## src/gf13au_pkg.sv

```systemverilog
`timescale 1ns / 1ps
`default_nettype none

package gf13au_pkg;

    localparam int GF_W = 13;
    localparam int PROD_W = 2 * GF_W - 1;
    localparam int CHAIN_DEPTH = 12;

    typedef logic [GF_W-1:0]   t_elem;
    typedef logic [PROD_W-1:0] t_prod;
    typedef logic [2:0]        t_mode;

    localparam t_mode MODE_MUL    = 3'd0;
    localparam t_mode MODE_SQR    = 3'd1;
    localparam t_mode MODE_DIV    = 3'd2;
    localparam t_mode MODE_INV    = 3'd3;
    localparam t_mode MODE_PREINV = 3'd4;
    localparam t_mode MODE_ZERO   = 3'd5;

    localparam t_elem GF_ONE  = 13'h0001;
    localparam t_elem GF_ZERO = 13'h0000;
    localparam t_elem GF_ALL  = 13'h1FFF;

    typedef struct packed {
        t_mode mode;
        t_elem a;
        t_elem b;
        t_elem r;
    } t_item;

    // carry-less product, independent partial products
    function automatic t_prod gf_clmul(input t_elem x, input t_elem y);
        t_prod p;
        p = '0;
        for (int i = 0; i < GF_W; i++) begin
            if (y[i]) begin
                p = p ^ (t_prod'(x) << i);
            end
        end
        return p;
    endfunction

    // two-fold reduction by x^13 + x^4 + x^3 + x + 1
    function automatic t_elem gf_reduce(input t_prod p);
        logic [11:0] h;
        logic [15:0] f;
        logic [2:0]  g;
        logic [6:0]  e;
        h = p[PROD_W-1:GF_W];
        f = {4'd0, h} ^ ({4'd0, h} << 1) ^ ({4'd0, h} << 3) ^ ({4'd0, h} << 4);
        g = f[15:13];
        e = {4'd0, g} ^ ({4'd0, g} << 1) ^ ({4'd0, g} << 3) ^ ({4'd0, g} << 4);
        return p[GF_W-1:0] ^ f[GF_W-1:0] ^ {6'd0, e};
    endfunction

    function automatic t_elem gf_mul(input t_elem x, input t_elem y);
        return gf_reduce(gf_clmul(x, y));
    endfunction

    // squaring is linear: spread the bits, then reduce
    function automatic t_elem gf_sq(input t_elem x);
        t_prod s;
        s = '0;
        for (int i = 0; i < GF_W; i++) begin
            s[2*i] = x[i];
        end
        return gf_reduce(s);
    endfunction

endpackage

`default_nettype wire

```

## src/gf2_13_arithmetic_unit_top.sv

```systemverilog
`timescale 1ns / 1ps
`default_nettype none

// GF(2^13) arithmetic unit, polynomial x^13+x^4+x^3+x+1. Modes: multiply,
// square, divide (b/a), inverse, pre-inverse a^(2^12-1) and zero test.
// Zero has inverse 0 and b/0 gives 0. One operation is taken per cycle
// while o_ready is high. Twelve square-multiply stages compute a^(2^12-1).
// A final stage squares, multiplies and selects the result into the output
// register. Each stage stalls only when it holds an item that the next
// stage cannot take, so bubbles collapse under back-pressure.

module gf2_13_arithmetic_unit_top (
    input  wire         i_clk,
    input  wire         i_rst_n,
    input  wire         i_valid,
    output logic        o_ready,
    input  wire  [2:0]  i_mode,
    input  wire  [12:0] i_operand_a,
    input  wire  [12:0] i_operand_b,
    output logic        o_valid,
    input  wire         i_ready,
    output logic [12:0] o_result
);
    import gf13au_pkg::*;

    logic  w_valid [CHAIN_DEPTH+1];
    logic  w_ready [CHAIN_DEPTH+1];
    t_item w_item  [CHAIN_DEPTH+1];

    assign w_valid[0]  = i_valid;
    assign o_ready     = w_ready[0];
    assign w_item[0].mode = i_mode;
    assign w_item[0].a    = i_operand_a;
    assign w_item[0].b    = i_operand_b;
    assign w_item[0].r    = GF_ONE;

    for (genvar k = 0; k < CHAIN_DEPTH; k++) begin : g_chain
        gf13au_stage u_stage (
            .i_clk   (i_clk),
            .i_rst_n (i_rst_n),
            .i_valid (w_valid[k]),
            .o_ready (w_ready[k]),
            .i_item  (w_item[k]),
            .o_valid (w_valid[k+1]),
            .i_ready (w_ready[k+1]),
            .o_item  (w_item[k+1])
        );
    end

    logic  r_valid;
    t_elem r_result;
    t_elem n_result;
    t_item w_last;
    t_elem w_sq_r;
    t_elem w_mul_x;
    t_elem w_prod;
    logic  w_adv;

    assign w_last  = w_item[CHAIN_DEPTH];
    assign w_adv   = !r_valid || i_ready;
    assign w_ready[CHAIN_DEPTH] = w_adv;

    assign w_sq_r  = gf_sq(w_last.r);
    assign w_mul_x = (w_last.mode == MODE_MUL) ? w_last.a : w_sq_r;
    assign w_prod  = gf_mul(w_mul_x, w_last.b);

    always_comb begin
        unique case (w_last.mode)
            MODE_MUL,
            MODE_DIV:    n_result = w_prod;
            MODE_SQR:    n_result = gf_sq(w_last.a);
            MODE_INV:    n_result = w_sq_r;
            MODE_PREINV: n_result = w_last.r;
            MODE_ZERO:   n_result = (w_last.a == GF_ZERO) ? GF_ALL : GF_ZERO;
            default:     n_result = GF_ZERO;
        endcase
    end

    always_ff @(posedge i_clk) begin
        if (!i_rst_n) begin
            r_valid <= 1'b0;
        end else if (w_adv) begin
            r_valid <= w_valid[CHAIN_DEPTH];
        end
    end

    always_ff @(posedge i_clk) begin
        if (w_adv && w_valid[CHAIN_DEPTH]) begin
            r_result <= n_result;
        end
    end

    assign o_valid  = r_valid;
    assign o_result = r_result;

endmodule

`default_nettype wire

```

## src/gf13au_stage.sv

```systemverilog
`timescale 1ns / 1ps
`default_nettype none

module gf13au_stage (
    input  wire                 i_clk,
    input  wire                 i_rst_n,
    input  wire                 i_valid,
    output logic                o_ready,
    input  gf13au_pkg::t_item   i_item,
    output logic                o_valid,
    input  wire                 i_ready,
    output gf13au_pkg::t_item   o_item
);
    import gf13au_pkg::*;

    logic  r_valid;
    t_item r_item;
    t_item n_item;
    logic  w_adv;

    assign w_adv   = !r_valid || i_ready;
    assign o_ready = w_adv;
    assign o_valid = r_valid;
    assign o_item  = r_item;

    always_comb begin
        n_item   = i_item;
        n_item.r = gf_mul(gf_sq(i_item.r), i_item.a);
    end

    always_ff @(posedge i_clk) begin
        if (!i_rst_n) begin
            r_valid <= 1'b0;
        end else if (w_adv) begin
            r_valid <= i_valid;
        end
    end

    always_ff @(posedge i_clk) begin
        if (w_adv && i_valid) begin
            r_item <= n_item;
        end
    end

endmodule

`default_nettype wire

```

## config.mk

```make
export PLATFORM = sky130hd
export DESIGN_NAME = gf2_13_arithmetic_unit_top
export DESIGN_NICKNAME = d
export VERILOG_FILES = /design/src/gf13au_pkg.sv /design/src/gf2_13_arithmetic_unit_top.sv /design/src/gf13au_stage.sv
export SDC_FILE = /design/constraint.sdc
export NUM_CORES = 2
export LEC_CHECK = 0
export BUFFER_PORTS_ARGS = -buffer_cell sky130_fd_sc_hd__buf_2
export CORE_MARGIN = 2
export CORE_UTILIZATION = 40
export CTS_BUF_LIST = sky130_fd_sc_hd__clkbuf_2
export DETAILED_ROUTE_END_ITERATION = 12
export SKIP_CTS_REPAIR_TIMING = 1
export SYNTH_ARGS = -nofsm -noshare
export SYNTH_HDL_FRONTEND = slang
export SYNTH_SLANG_ARGS = --single-unit
```

## constraint.sdc

```tcl
create_clock -name i_clk -period 7.2 [get_ports i_clk]
set_input_delay 0.36 -clock i_clk [delete_from_list [all_inputs] [get_ports i_clk]]
set_output_delay 0.36 -clock i_clk [all_outputs]
set_load 0.02 [all_outputs]
```

==> impl_results.md <==
- # rows: ~130
- Fmax: 224 MHz
- Mapped Cells: 5680
- Nature of the critical path endpoint: register
- Area Growth Syn to Fin: 7.89%
- FF-to-FF setup slack: 2.73 ns
- Setup TNS: 0 ns
- Finished Cell Area: 52900 um2
- Clock sink total: 517
- WP buf/inv: 1
- DRT Pass-1 Iters: 5
- Async set-or-reset flop fraction in the synthesized netlist: 0%
- GPL Wtd Cong: 0.888
- Final HPWL DP: roughly 81000 um
- Worst-skew pair later-pin latency: between 1 and 1.5 ns
- Worst-path maximum fanout: 23
- Crit Path Class: register to register
- Fin nets: 5707
- Final Hold Fails: 0
- Die area: approximately 130000 um2
- Pin count of the biggest net entering global routing: 52
- CP Depth: 10
- CP max-delay cell: edfxtp_1
- Total number of yosys warnings: 0
- Initial antenna violation count: 4
- Post-synth cell types: 80
- Initial Util: approximately two fifths
- GRT overflow: 0
- Synth Flop Type: edfxtp_1
- Worst setup SP type: register
- Clock Skew: around 0.12 ns
- Boundary pin count: 48
- Initial DRC count: between 2k and 3k
- Crit path cell chain: or3_1 > buf_4 > mux2i_2 > nand2_1 > xnor3_1 > xor2_1 > xnor2_1 > xnor3_1 > xnor2_1 > o2111ai_1
- Routed Wire Length: between 100000 and 150000 um
- Reg clk slew, reported paths: 0.11 ns
- RSZ-0062 raised after global routing: no
- DRC Markers: 0
- Status: finished clean
- DR vias/cell: approximately 5.0
- Setup crit end: o_result[9]
- Mapped cell area: a little under 50000 um2
- Worst flop-to-flop path endpoint: o_result[9]
- Maxcap violations: 0
- Hold Path Class: input pin to register
- Syn_nets: 5717
- Core area: 122000 um2
- Dpl ws: between 2 and 3 ns
- Crit-path max cell delay: between 0.8 and 0.9 ns
- Period utilization: 62.1%
- Post-synth top cells: nand2_1, xnor2_1, xor2_1
- Relative slew slack: between 10% and 20%
- Setup violations, final: 0
- Minimum clock period: 4.47 ns
- Slew Viols, Final: 0
- R2R depth: 10
- Worst Path Required: around 8.2 ns
- Sequential-to-total area share from yosys stat: a little under a third
- CP delay by family, top: XOR/XNOR gates
- # H-tree levels: 4
- EDFF count, synth: around 500
- Worst Setup Slack, final: roughly 2.7 ns
- First-pass GRT wire length: 199000 um
- Worst EP arrival: about 5.5 ns
- Yosys reg bits: between 500 and 600
- CTS Buf Count: around 140
- Post-DRT Antenna Nets: 0
- Chip width: 354 um
- Yosys top cell area share: a little under a third
- Vias in the first global route: about 36k
- Clk buf depth: 3
- Layout cells sized above 1: a little under 8%
- Global Route Usage Sum: 19.4%
- Clock root buffer: clkbuf_2
- Die Y: between 300 and 400 um
- Cell Area, Placed: 50800 um2
- Synth Area per Inst: 8.63 um2
- Most common cell in the netlist: nand2_1
- CTS tree: yes
- Dominant cells by area after synthesis: edfxtp_1, xnor2_1, nand2_1
- PortBufs: 47
- Synth area leader: edfxtp_1
- Measured slew at the worst slew-check pin: approximately 1.3 ns
- Via count: between 30k and 40k
- DR WL/cell: roughly 17 um
- Setup crit start: g_chain[11].u_stage.o_item[39]
- Reg2Reg Launch Point: g_chain[11].u_stage.o_item[39]
-- registers in the layout (all words and copies together) (netlist names) --
register,count
o_result,13
o_valid,1
g_chain.u_stage.o_item,491
g_chain.u_stage.o_valid,12
-- cell families (layout without fill, tap and decap cells) --
group / Yosys count / after routing / share of synthesized area (%)
AND/OR/NAND/NOR: 2104 / 2104 / 16.6
XOR/XNOR: 2300 / 2300 / 43.8
AO/OA/AOI/OAI: 283 / 283 / 3.84
other: 0 / 4 / 0
buffers and inverters: 444 / 538 / 3.56
multiplexers: 28 / 28 / 0.644
adder cells (fa/ha/maj): 4 / 4 / 0.102
flip-flops: 517 / 517 / 31.4
-- worst min-delay path by stage --
| stage | from | end | slack, ns | cells after the start |
|---|---|---|---|---|
| global placement | g_chain[3].u_stage.o_item[19] | g_chain[4].u_stage.o_item[19] | 0.40 | 0 |
| finish | i_operand_b[7] | g_chain[0].u_stage.o_item[20] | 0.31 | 3 |
| global route | i_operand_b[7] | g_chain[0].u_stage.o_item[20] | 0.12 | 3 |
| floorplan | g_chain[9].u_stage.o_item[13] | g_chain[10].u_stage.o_item[13] | 0.40 | 0 |
| CTS | i_operand_b[7] | g_chain[0].u_stage.o_item[20] | -1.11 | 1 |
| detailed placement | g_chain[9].u_stage.o_item[18] | g_chain[10].u_stage.o_item[18] | 0.40 | 0 |
-- worst min-delay path, cell delays in order --
cell and delay (ns):
dlygate4sd3_1 0.52, buf_2 0.09, dlygate4sd3_1 0.53
-- metrics by stage --
stage	utilization (%)	std cells	hold slack [ns]
2_1_floorplan	-	5680	0.400
3_3_place_gp	41.7	7085	0.400
3_5_place_dp	41.7	7085	0.405
4_1_cts	42.9	7334	-1.11
5_1_grt	43.4	7403	0.118
6_report	43.4	7403	0.306
-- routing by layer --
metal  GRT usage, %  up-vias  part of all wire, %
li1               -    17900                    -
met1           26.0    17700                   45
met2           32.4      993                   48
met3           2.63      174                  4.9
met4           6.34        0                  1.8
met5              0        -                    0
-- cells in the final DEF, fill, tap and decap left out, types with 11 or more instances in the layout --
cell type	count
a211oi_1	14
a21oi_1	77
a22oi_1	19
buf_2	47
buf_4	138
clkbuf_2	189
clkinv_1	37
clkinv_2	12
dfxtp_1	13
dlygate4sd3_1	65
edfxtp_1	504
inv_1	33
mux2i_1	16
nand2_1	1927
nand2b_1	16
nand3_1	18
nor2_1	65
nor2b_1	17
nor3_1	20
o21ai_0	56
o22ai_1	14
xnor2_1	1667
xnor3_1	74
xor2_1	533
xor3_1	11
-- area by class of cell --
type	instances	area, um2
repair buffers	250	1920
clock buffers	189	946
multi-input cells	4719	32000
flip-flops and latches	517	15400
inverters	39	146
clock inverters	60	452
well taps	1625	2030
fillers	12000	68900
diodes	4	10.0
Power is left out: the tool's default activity adds up to more than one toggle a clock period on the data nets, which glitch-free logic cannot reach.
